`config.mk`:
```
export PLATFORM = sky130hd
export DESIGN_NAME = pin_attempt_lockout_gate_core
export DESIGN_NICKNAME = d
export VERILOG_FILES = /design/src/hdl/plag_pkg.sv /design/src/hdl/plag_front.sv /design/src/hdl/plag_queue.sv /design/src/hdl/plag_back.sv /design/src/hdl/pin_attempt_lockout_gate_core.sv
export SDC_FILE = /design/constraint.sdc
export NUM_CORES = 1
export LEC_CHECK = 0
export BUFFER_PORTS_ARGS = -buffer_cell sky130_fd_sc_hd__buf_2
export CORE_MARGIN = 3
export CORE_UTILIZATION = 55
export DETAILED_ROUTE_END_ITERATION = 8
export HOLD_SLACK_MARGIN = 0.15
export PLACE_DENSITY = 0.71
export SYNTH_ARGS = -nofsm -noshare
export SYNTH_HDL_FRONTEND = slang
export SYNTH_SLANG_ARGS = --single-unit
export TNS_END_PERCENT = 1
```
`constraint.sdc`:
```
create_clock -name clk -period 10.34 [get_ports clk]
set_input_delay 1.034 -clock clk [delete_from_list [all_inputs] [get_ports clk]]
set_output_delay 1.034 -clock clk [all_outputs]
set_load 0.01 [all_outputs]
```
`src/hdl/plag_pkg.sv`:
```
// Package for the PIN attempt lockout gate: field widths, command and verdict
// codes, register map and the structs passed between the front, queue and back.
// No dependencies.
`default_nettype none

package plag_pkg;

    // Field widths
    localparam int PinDigits = 4;
    localparam int NumChars  = 5;
    localparam int CharW     = 8;
    localparam int NowW      = 32;
    localparam int PinW      = 14;
    localparam int IdleW     = 16;
    localparam int FailW     = 8;
    localparam int WinW      = 31;
    localparam int BudgetMsW = 26;

    // Arithmetic constants
    localparam int MsPerS  = 1000;
    localparam int DecBase = 10;
    localparam logic [CharW-1:0] CharZero = 8'h30;
    localparam logic [CharW-1:0] CharNine = 8'h39;
    localparam logic [CharW-1:0] CharNul  = 8'h00;

    // Stream layout
    localparam int InDataW  = 80;
    localparam int OutDataW = 48;
    localparam int CmdW     = 2;
    localparam int CharBase = NowW + 1;

    // Queue between front and back
    localparam int QDepth = 2;
    localparam int QPtrW  = $clog2(QDepth);
    localparam int QCntW  = $clog2(QDepth + 1);

    // Configuration port
    localparam int AddrW  = 5;
    localparam int ApbW   = 32;

    typedef enum logic [CmdW-1:0] {
        CMD_OPEN   = 2'd0,
        CMD_CLOSE  = 2'd1,
        CMD_VERIFY = 2'd2,
        CMD_POLL   = 2'd3
    } cmd_t;

    typedef enum logic [2:0] {
        V_NONE   = 3'd0,
        V_OK     = 3'd1,
        V_NO_PIN = 3'd2,
        V_LOCKED = 3'd3,
        V_BAD    = 3'd4
    } verdict_t;

    typedef enum logic [2:0] {
        REG_PIN_CODE       = 3'd0,
        REG_IDLE_REQUEST   = 3'd1,
        REG_IDLE_DEFAULT   = 3'd2,
        REG_IDLE_MAX       = 3'd3,
        REG_RESTORED_FAILS = 3'd4,
        REG_FAIL_LIMIT     = 3'd5,
        REG_LOCK_WINDOW    = 3'd6
    } reg_idx_t;

    typedef struct packed {
        logic [PinW-1:0]  pin_code;
        logic [IdleW-1:0] idle_request_s;
        logic [IdleW-1:0] idle_default_s;
        logic [IdleW-1:0] idle_max_s;
        logic [FailW-1:0] restored_fails;
        logic [FailW-1:0] fail_limit;
        logic [WinW-1:0]  lock_window_ms;
    } cfg_t;

    // Classified command as held in the queue
    typedef struct packed {
        cmd_t             cmd;
        logic [NowW-1:0]  now_ms;
        logic             attempt_ok;
        logic [PinW-1:0]  attempt_val;
    } q_item_t;

    // Result, first member in the highest bits so that it packs onto tdata
    typedef struct packed {
        logic             gate_is_open;
        logic [FailW-1:0] persist_fails;
        logic             idle_expired;
        logic [WinW-1:0]  lock_left_ms;
        verdict_t         verdict;
    } result_t;

    localparam int ResultW = $bits(result_t);

endpackage

`default_nettype wire

```
`src/hdl/plag_front.sv`:
```
// Front part of the PIN gate: accepts input beats and parses the attempt
// string into a digit value and a valid flag. Depends on plag_pkg.
`default_nettype none

module plag_front
    import plag_pkg::*;
(
    input  wire logic               s_tvalid,
    output logic                    s_tready,
    input  wire logic [InDataW-1:0] s_tdata,
    input  wire logic [CmdW-1:0]    s_tuser,
    input  wire logic               q_full,
    output logic                    q_push,
    output q_item_t                 q_item
);

    logic [CharW-1:0] chars [NumChars];
    logic             parse_ok;
    logic [PinW-1:0]  parse_val;

    // Take the characters apart from the beat
    always_comb
    begin
        for (int k = 0; k < NumChars; k++)
        begin
            chars[k] = s_tdata[CharBase + k*CharW +: CharW];
        end
    end

    // Check the digits and the trailing NUL, accumulate the value
    always_comb
    begin
        logic [CharW-1:0] digit;
        parse_ok  = s_tdata[NowW];
        parse_val = '0;
        digit     = '0;
        for (int k = 0; k < PinDigits; k++)
        begin
            if (!(chars[k] inside {[CharZero:CharNine]}))
            begin
                parse_ok = 1'b0;
            end
            digit     = chars[k] - CharZero;
            parse_val = PinW'(parse_val * DecBase) + PinW'(digit);
        end
        if (chars[PinDigits] != CharNul)
        begin
            parse_ok = 1'b0;
        end
    end

    // Hand the classified beat to the queue
    assign s_tready = !q_full;
    assign q_push   = s_tvalid && !q_full;

    always_comb
    begin
        q_item.cmd         = cmd_t'(s_tuser);
        q_item.now_ms      = s_tdata[NowW-1:0];
        q_item.attempt_ok  = parse_ok;
        q_item.attempt_val = parse_val;
    end

endmodule

`default_nettype wire

```
`src/hdl/plag_queue.sv`:
```
// Short queue of classified commands between the front and back parts.
// Depends on plag_pkg.
`default_nettype none

module plag_queue
    import plag_pkg::*;
(
    input  wire logic    clk,
    input  wire logic    rst_n,
    input  wire logic    push,
    input  wire q_item_t item_in,
    output logic         full,
    input  wire logic    pop,
    output logic         empty,
    output q_item_t      item_out
);

    q_item_t          slot_reg [QDepth];
    logic [QPtrW-1:0] wr_ptr_reg, wr_ptr_next;
    logic [QPtrW-1:0] rd_ptr_reg, rd_ptr_next;
    logic [QCntW-1:0] count_reg, count_next;
    logic             do_push, do_pop;

    assign full     = (count_reg == QCntW'(QDepth));
    assign empty    = (count_reg == '0);
    assign do_push  = push && !full;
    assign do_pop   = pop && !empty;
    assign item_out = slot_reg[rd_ptr_reg];

    // Advance pointers with wrap and track the fill level
    always_comb
    begin
        wr_ptr_next = wr_ptr_reg;
        rd_ptr_next = rd_ptr_reg;
        count_next  = count_reg;
        if (do_push)
        begin
            wr_ptr_next = (wr_ptr_reg == QPtrW'(QDepth-1)) ? '0 : wr_ptr_reg + 1'b1;
        end
        if (do_pop)
        begin
            rd_ptr_next = (rd_ptr_reg == QPtrW'(QDepth-1)) ? '0 : rd_ptr_reg + 1'b1;
        end
        if (do_push && !do_pop)
        begin
            count_next = count_reg + 1'b1;
        end
        else if (do_pop && !do_push)
        begin
            count_next = count_reg - 1'b1;
        end
    end

    always_ff @(posedge clk or negedge rst_n)
    begin
        if (!rst_n)
        begin
            wr_ptr_reg <= '0;
            rd_ptr_reg <= '0;
            count_reg  <= '0;
        end
        else
        begin
            wr_ptr_reg <= wr_ptr_next;
            rd_ptr_reg <= rd_ptr_next;
            count_reg  <= count_next;
        end
    end

    // Store the payload
    always_ff @(posedge clk)
    begin
        if (do_push)
        begin
            slot_reg[wr_ptr_reg] <= item_in;
        end
    end

endmodule

`default_nettype wire

```
`src/hdl/plag_back.sv`:
```
// Back part of the PIN gate: holds the gate state, carries out open, close,
// verify and poll, and registers the result beat. Depends on plag_pkg.
`default_nettype none

module plag_back
    import plag_pkg::*;
(
    input  wire logic                clk,
    input  wire logic                rst_n,
    input  wire cfg_t                cfg,
    input  wire logic                q_empty,
    input  wire q_item_t             q_item,
    output logic                     q_pop,
    output logic                     m_tvalid,
    input  wire logic                m_tready,
    output logic [OutDataW-1:0]      m_tdata
);

    // Gate state
    logic                 gate_open_reg, gate_open_next;
    logic [PinW-1:0]      held_pin_reg, held_pin_next;
    logic [BudgetMsW-1:0] idle_ms_reg, idle_ms_next;
    logic [FailW-1:0]     miss_cnt_reg, miss_cnt_next;
    logic                 lock_on_reg, lock_on_next;
    logic [NowW-1:0]      deadline_reg, deadline_next;
    logic [NowW-1:0]      last_ok_reg, last_ok_next;

    // Output stage
    logic                 out_valid_reg;
    result_t              out_data_reg, out_data_next;

    logic                 step;
    logic [NowW-1:0]      now;
    logic [NowW-1:0]      lock_diff;
    logic [WinW-1:0]      old_left;
    logic [NowW-1:0]      idle_diff;
    logic                 idle_old;
    logic [IdleW-1:0]     idle_sel;
    logic [FailW-1:0]     fail_inc;

    assign step  = !q_empty && (!out_valid_reg || m_tready);
    assign q_pop = step;
    assign now   = q_item.now_ms;

    // Lock time left and idle check against the state before the command
    assign lock_diff = deadline_reg - now;
    assign old_left  = (lock_on_reg && lock_diff != '0
                        && lock_diff <= NowW'(cfg.lock_window_ms))
                       ? lock_diff[WinW-1:0] : '0;
    assign idle_diff = now - last_ok_reg;
    assign idle_old  = (idle_diff >= NowW'(idle_ms_reg));

    // Clamp the idle budget requested at open, or take the default when none is requested
    always_comb
    begin
        if (cfg.idle_request_s == '0)
        begin
            idle_sel = cfg.idle_default_s;
        end
        else if (cfg.idle_request_s > cfg.idle_max_s)
        begin
            idle_sel = cfg.idle_max_s;
        end
        else
        begin
            idle_sel = cfg.idle_request_s;
        end
    end

    assign fail_inc = (miss_cnt_reg < cfg.fail_limit) ? miss_cnt_reg + 1'b1
                                                      : miss_cnt_reg;

    // Carry out the command and build the result
    always_comb
    begin
        logic rearm;
        logic touch;
        logic fresh_zero;
        gate_open_next  = gate_open_reg;
        held_pin_next   = held_pin_reg;
        idle_ms_next    = idle_ms_reg;
        miss_cnt_next   = miss_cnt_reg;
        lock_on_next    = lock_on_reg;
        deadline_next   = deadline_reg;
        last_ok_next    = last_ok_reg;
        rearm           = 1'b0;
        touch           = 1'b0;
        fresh_zero      = 1'b0;
        out_data_next.verdict = V_NONE;

        case (q_item.cmd)
            CMD_OPEN:
            begin
                last_ok_next    = now;
                deadline_next   = now;
                held_pin_next   = cfg.pin_code;
                idle_ms_next    = BudgetMsW'(idle_sel) * BudgetMsW'(MsPerS);
                miss_cnt_next   = (cfg.restored_fails > cfg.fail_limit)
                                  ? cfg.fail_limit : cfg.restored_fails;
                lock_on_next    = 1'b0;
                gate_open_next  = 1'b1;
                touch           = 1'b1;
                fresh_zero      = (idle_sel == '0);
            end
            CMD_CLOSE:
            begin
                gate_open_next = 1'b0;
            end
            CMD_VERIFY:
            begin
                if (!gate_open_reg || held_pin_reg == '0)
                begin
                    out_data_next.verdict = V_NO_PIN;
                end
                else if (old_left != '0)
                begin
                    out_data_next.verdict = V_LOCKED;
                end
                else if (!q_item.attempt_ok || q_item.attempt_val != held_pin_reg)
                begin
                    out_data_next.verdict = V_BAD;
                    miss_cnt_next         = fail_inc;
                    if (fail_inc >= cfg.fail_limit)
                    begin
                        rearm         = 1'b1;
                        lock_on_next  = 1'b1;
                        deadline_next = now + NowW'(cfg.lock_window_ms);
                    end
                    else
                    begin
                        lock_on_next = 1'b0;
                    end
                end
                else
                begin
                    out_data_next.verdict = V_OK;
                    miss_cnt_next         = '0;
                    lock_on_next          = 1'b0;
                    last_ok_next          = now;
                    touch                 = 1'b1;
                    fresh_zero            = (idle_ms_reg == '0);
                end
            end
            default:
            begin
                // status poll leaves the state alone
            end
        endcase

        // A rearmed lock has exactly the window left
        if (rearm)
        begin
            out_data_next.lock_left_ms = cfg.lock_window_ms;
        end
        else if (lock_on_next)
        begin
            out_data_next.lock_left_ms = old_left;
        end
        else
        begin
            out_data_next.lock_left_ms = '0;
        end

        out_data_next.idle_expired  = gate_open_next && (touch ? fresh_zero : idle_old);
        out_data_next.persist_fails = (miss_cnt_next >= cfg.fail_limit)
                                      ? cfg.fail_limit : '0;
        out_data_next.gate_is_open  = gate_open_next;
    end

    // Update the gate state and the output stage
    always_ff @(posedge clk or negedge rst_n)
    begin
        if (!rst_n)
        begin
            gate_open_reg <= 1'b0;
            held_pin_reg  <= '0;
            idle_ms_reg   <= '0;
            miss_cnt_reg  <= '0;
            lock_on_reg   <= 1'b0;
            deadline_reg  <= '0;
            last_ok_reg   <= '0;
            out_valid_reg <= 1'b0;
        end
        else
        begin
            if (step)
            begin
                gate_open_reg <= gate_open_next;
                held_pin_reg  <= held_pin_next;
                idle_ms_reg   <= idle_ms_next;
                miss_cnt_reg  <= miss_cnt_next;
                lock_on_reg   <= lock_on_next;
                deadline_reg  <= deadline_next;
                last_ok_reg   <= last_ok_next;
                out_valid_reg <= 1'b1;
            end
            else if (m_tready)
            begin
                out_valid_reg <= 1'b0;
            end
        end
    end

    always_ff @(posedge clk)
    begin
        if (step)
        begin
            out_data_reg <= out_data_next;
        end
    end

    assign m_tvalid = out_valid_reg;
    assign m_tdata  = OutDataW'(out_data_reg);

endmodule

`default_nettype wire

```
`src/hdl/pin_attempt_lockout_gate_core.sv`:
```
// Top level of the PIN attempt lockout gate: configuration registers on an
// APB-style port, and the front, queue and back parts. Depends on plag_pkg.
//
// Usage: commands (open, close, verify, status poll) arrive as beats on the
// s_ channel; each gives exactly one result beat on the m_ channel, in order.
// Configuration registers sit at byte address 4*index. The user must write them
// only while no command is in flight; the block itself does not enforce this.
// Pin code, idle budget and restored fail count are sampled at open, fail limit
// and lock window are used live. An accepted beat is written into the queue,
// the back part then registers its result in the output stage, and the
// receiver takes that result beat from there. Throughput: one command per
// cycle while m_tready stays high; the back part finishes each command's state
// update as it registers the result. Backpressure: when m_tready is low the
// result is held in the output register, up to two further commands collect
// in the queue, and then s_tready drops until the receiver takes a beat.
// Reset: rst_n clears the gate state (closed, no pin, no lock), empties the
// queue and the output stage, and loads the register reset values.
`default_nettype none

module pin_attempt_lockout_gate_core
    import plag_pkg::*;
(
    input  wire logic                clk,
    input  wire logic                rst_n,
    // APB-style configuration port
    input  wire logic                psel,
    input  wire logic                penable,
    input  wire logic                pwrite,
    input  wire logic [AddrW-1:0]    paddr,
    input  wire logic [ApbW-1:0]     pwdata,
    output logic      [ApbW-1:0]     prdata,
    output logic                     pready,
    // Command stream
    input  wire logic                s_tvalid,
    output logic                     s_tready,
    // now_ms[31:0], text_present[32], attempt_char0[40:33], attempt_char1[48:41],
    // attempt_char2[56:49], attempt_char3[64:57], attempt_char4[72:65], zero fill
    input  wire logic [InDataW-1:0]  s_tdata,
    // cmd[1:0]
    input  wire logic [CmdW-1:0]     s_tuser,
    // Result stream
    output logic                     m_tvalid,
    input  wire logic                m_tready,
    // verdict[2:0], lock_left_ms[33:3], idle_expired[34], persist_fails[42:35],
    // gate_is_open[43], zero fill
    output logic      [OutDataW-1:0] m_tdata
);

    cfg_t     cfg_reg;
    reg_idx_t reg_idx;
    logic     cfg_write;
    logic     q_full, q_empty, q_push, q_pop;
    q_item_t  front_item, head_item;

    assign pready    = 1'b1;
    assign reg_idx   = reg_idx_t'(paddr[AddrW-1:2]);
    assign cfg_write = psel && penable && pwrite && pready;

    // Write the configuration registers
    always_ff @(posedge clk or negedge rst_n)
    begin
        if (!rst_n)
        begin
            cfg_reg.pin_code       <= '0;
            cfg_reg.idle_request_s <= '0;
            cfg_reg.idle_default_s <= IdleW'(300);
            cfg_reg.idle_max_s     <= IdleW'(3600);
            cfg_reg.restored_fails <= '0;
            cfg_reg.fail_limit     <= FailW'(5);
            cfg_reg.lock_window_ms <= WinW'(60000);
        end
        else if (cfg_write)
        begin
            case (reg_idx)
                REG_PIN_CODE:       cfg_reg.pin_code       <= pwdata[PinW-1:0];
                REG_IDLE_REQUEST:   cfg_reg.idle_request_s <= pwdata[IdleW-1:0];
                REG_IDLE_DEFAULT:   cfg_reg.idle_default_s <= pwdata[IdleW-1:0];
                REG_IDLE_MAX:       cfg_reg.idle_max_s     <= pwdata[IdleW-1:0];
                REG_RESTORED_FAILS: cfg_reg.restored_fails <= pwdata[FailW-1:0];
                REG_FAIL_LIMIT:     cfg_reg.fail_limit     <= pwdata[FailW-1:0];
                REG_LOCK_WINDOW:    cfg_reg.lock_window_ms <= pwdata[WinW-1:0];
                default:
                begin
                    // unmapped address, drop the write
                end
            endcase
        end
    end

    // Read back the configuration registers
    always_comb
    begin
        case (reg_idx)
            REG_PIN_CODE:       prdata = ApbW'(cfg_reg.pin_code);
            REG_IDLE_REQUEST:   prdata = ApbW'(cfg_reg.idle_request_s);
            REG_IDLE_DEFAULT:   prdata = ApbW'(cfg_reg.idle_default_s);
            REG_IDLE_MAX:       prdata = ApbW'(cfg_reg.idle_max_s);
            REG_RESTORED_FAILS: prdata = ApbW'(cfg_reg.restored_fails);
            REG_FAIL_LIMIT:     prdata = ApbW'(cfg_reg.fail_limit);
            REG_LOCK_WINDOW:    prdata = ApbW'(cfg_reg.lock_window_ms);
            default:            prdata = '0;
        endcase
    end

    plag_front u_front (
        .s_tvalid (s_tvalid),
        .s_tready (s_tready),
        .s_tdata  (s_tdata),
        .s_tuser  (s_tuser),
        .q_full   (q_full),
        .q_push   (q_push),
        .q_item   (front_item)
    );

    plag_queue u_queue (
        .clk      (clk),
        .rst_n    (rst_n),
        .push     (q_push),
        .item_in  (front_item),
        .full     (q_full),
        .pop      (q_pop),
        .empty    (q_empty),
        .item_out (head_item)
    );

    plag_back u_back (
        .clk      (clk),
        .rst_n    (rst_n),
        .cfg      (cfg_reg),
        .q_empty  (q_empty),
        .q_item   (head_item),
        .q_pop    (q_pop),
        .m_tvalid (m_tvalid),
        .m_tready (m_tready),
        .m_tdata  (m_tdata)
    );

endmodule

`default_nettype wire
```
==> results by group <==
Clock tree
  – Number of H-tree levels: 2
  – Clock network latency to the later pin of the worst-skew pair: 0.59 ns
  – Maximum buffer depth of the clock tree: 3
  – Count of cells resized by post-cts repair: 0
  – CTS tree: built
  – Clock sink count: 367
  – Setup repair bufs after CTS: 0
  – Master cell of the clock root buffer: sky130_fd_sc_hd__clkbuf_16
  – TritonCTS Buffers: 41
  – Clock transition time at the flip-flop clock pins of the worst setup and hold paths: 0.06 ns
  – CTS Hold Bufs: 0

Logic synthesis
  – Dominant cells by area after synthesis: sky130_fd_sc_hd__dfrtp_1, sky130_fd_sc_hd__edfxtp_1, sky130_fd_sc_hd__ha_1, sky130_fd_sc_hd__fa_1, sky130_fd_sc_hd__a21oi_1
  – Portion of the post-synthesis area used by sequential elements: 0.355
  – Post-synthesis instance total: 2941
  – Share of Yosys cell area claimed by the top area cell type: 0.187
  – Post-synth ARST share: 0.613
  – Average cell area after synthesis: 9.49 um2
  – Yosys top cell by area: sky130_fd_sc_hd__dfrtp_1
  – Commonest register cell after synthesis: sky130_fd_sc_hd__dfrtp_1
  – Flip-flop and latch count after synthesis: 367
  – Number of distinct library cells after synthesis: 81
  – Number of enable-type register cells in the synthesized netlist: 142
  – Post-synthesis instance area: 27900 um2
  – Total number of yosys warnings: 0

Setup path
  – Worst-path maximum fanout: 21
  – Worst stage delay on the critical path: 0.85 ns
  – Critical path type: reg -> reg
  – Crit start category: register
  – Worst endpoint required time: 10.65 ns
  – Critical path's most frequent cell: sky130_fd_sc_hd__a21oi_1
  – Slowest cell on crit path: sky130_fd_sc_hd__dfrtp_2
  – Critical path capture point type: register
  – CP arrival: 9.28 ns

STA
  – Final count of hold timing violations: 0
  – Setup repair after global routing missed its margin: false
  – Time the worst path needs with I/O delays and setup: 8.98 ns
  – Highest Clock Rate: 111 MHz
  – Worst hold slack across all endpoints: 0.490 ns
  – Part of the cycle the worst path needs: 0.868
  – Setup TNS: 0 ns
  – Final number of setup-violating endpoints: 0
  – Max-slew violation total from the final report: 0
  – Worst slew pin tran: 0.996 ns
  – Fin Clk Skew: 0.0257 ns
  – Tightest slew margin relative to the limit: 0.326

Global routing
  – Pin count of the biggest net entering global routing: 98
  – Vias in the first global route: 22700
  – Sum of overflow across all layers after global routing: 0
  – Initial antenna violation count: 2
  – Total global-route track usage: 0.289
  – First-pass GRT wire length: 123000 um

Placement
  – Gp weighted congestion: 0.936
  – Number of port buffers: 192
  – Half-perimeter wire length after detailed placement: 59000 um

Run
  – Max-cap viol count: 0

Floorplan
  – Number of rows created at floorplan: 81
  – Full die area: 53500 um2
  – Width of the chip: 231 um
  – Die span in y: 231 um
  – I/O pin count: 209
  – Starting density of the core: 0.563
  – Std-Cell Core Area: 49600 um2

Finish
  – Most frequent cells in the layout: sky130_fd_sc_hd__ha_1, sky130_fd_sc_hd__nand2_1, sky130_fd_sc_hd__inv_1
  – Max FFs per register: 109
  – End-of-flow core utilization: 0.625
  – Most common cell after layout, fill and taps aside: sky130_fd_sc_hd__ha_1
  – Signed area change from the synthesized netlist to the final layout: 10.9%
  – N_diodes: 0
  – Fraction of layout cells with a size suffix above 1: 0.131
  – # nets final: 3621
  – Fill cell instance count of the final layout: 4129

Drt
  – Residual DRC: 0
  – ANT nets after route: 0
  – First-iteration detailed-routing DRC count: 1923
  – Wire per inst: 20.3 um
  – Vias/cell: 5.98
  – Initial DRT Pass Iterations: 6
  – Via Count: 22700
  – Post-detailed-routing wire length: 77200 um

Min path
  – Worst min-delay path class: reg -> reg

Outcome
  – Run status: finished, final reports clean
[per-layer routing]
layer / up-vias / track usage / routed length (um)
met5: - / 0 / 27
met2: 743 / 0.487 / 36500
li1: 10800 / - / -
met4: 4 / 0.112 / 2990
met3: 169 / 0.0441 / 4910
met1: 11000 / 0.379 / 32700
[Yosys cell counts, drive strengths merged, types with 8 or more instances]
master	instances
o41ai	8
o21a	34
nor2b	44
nor4	26
clkbuf	77
nand2	286
a21o	88
nand4	25
and2	10
a31oi	22
xnor2	108
inv	241
nor2	187
ha	330
dfstp	17
nand3	68
xor2	62
nor3	64
dfrtp	208
and3	10
a221oi	8
a21oi	226
o21ai	239
mux4	12
o21bai	29
mux2	75
o31ai	8
buf	24
a211oi	15
mux2i	51
or3	8
edfxtp	142
nand2b	29
fa	63
[final timing paths]
check / from / endpoint / slack (ns) / cells past startpoint
worst max-delay path: u_queue.rd_ptr_reg / u_back.m_tdata[35] / 1.36 / 34
worst min-delay path: u_back.deadline_reg[8] / u_back.deadline_reg[8] / 0.49 / 2
worst max register to register: u_queue.rd_ptr_reg / u_back.m_tdata[35] / 1.36 / 34
worst min register to register: u_back.deadline_reg[8] / u_back.deadline_reg[8] / 0.49 / 2
max in group asynchronous: rst_n / u_back.idle_ms_reg[23] / 8.26 / 2
min in group asynchronous: rst_n / cfg_reg[99] / 0.53 / 1
[cell families after synthesis]
| group | after synthesis | synth area share |
|---|---|---|
| AOI/OAI and AO/OA | 745 | 0.162 |
| adders and majority gates | 393 | 0.193 |
| DFF | 367 | 0.355 |
| other | 2 | 0.000269 |
| buffers and inverters | 342 | 0.0475 |
| muxes | 138 | 0.0583 |
| xor gates and xnor gates | 170 | 0.0534 |
| and+or+nand+nor | 784 | 0.130 |
[cell type report]
type / count / area, um2 / area share
sequential: 367 / 9920 / 0.320
clock inverter: 21 / 216 / 0.00699
timing repair buffer: 215 / 1140 / 0.0369
multi-input combinational: 2236 / 16800 / 0.541
clock buffer: 55 / 1190 / 0.0383
tap: 664 / 831 / 0.0268
inverter: 241 / 905 / 0.0292
[critical path: cells and delay by family (launching register included)]
kind | cells | cell delay, ns
flip-flops | 1 | 0.85
adder cells (fa/ha/maj) | 3 | 1.01
AO/OA/AOI/OAI | 18 | 3.75
buffers and inverters | 1 | 0.44
AND/OR/NAND/NOR | 11 | 2.22
multiplexers | 1 | 0.40
[through the flow]
| stage | std cells | worst slack, ns | instance area (um2) |
|---|---|---|---|
| finish | 3799 | 1.36 | 31000 |
| global route | 3799 | 0.602 | 31000 |
| CTS | 3799 | 1.42 | 31000 |
| detailed placement | 3723 | 1.48 | 29500 |
| global placement | 3723 | 1.66 | 29500 |
| floorplan | 2945 | 1.99 | 27900 |
Power is not shown: default switching activity piles up to over one toggle a cycle in this logic, so the estimate is an artifact.
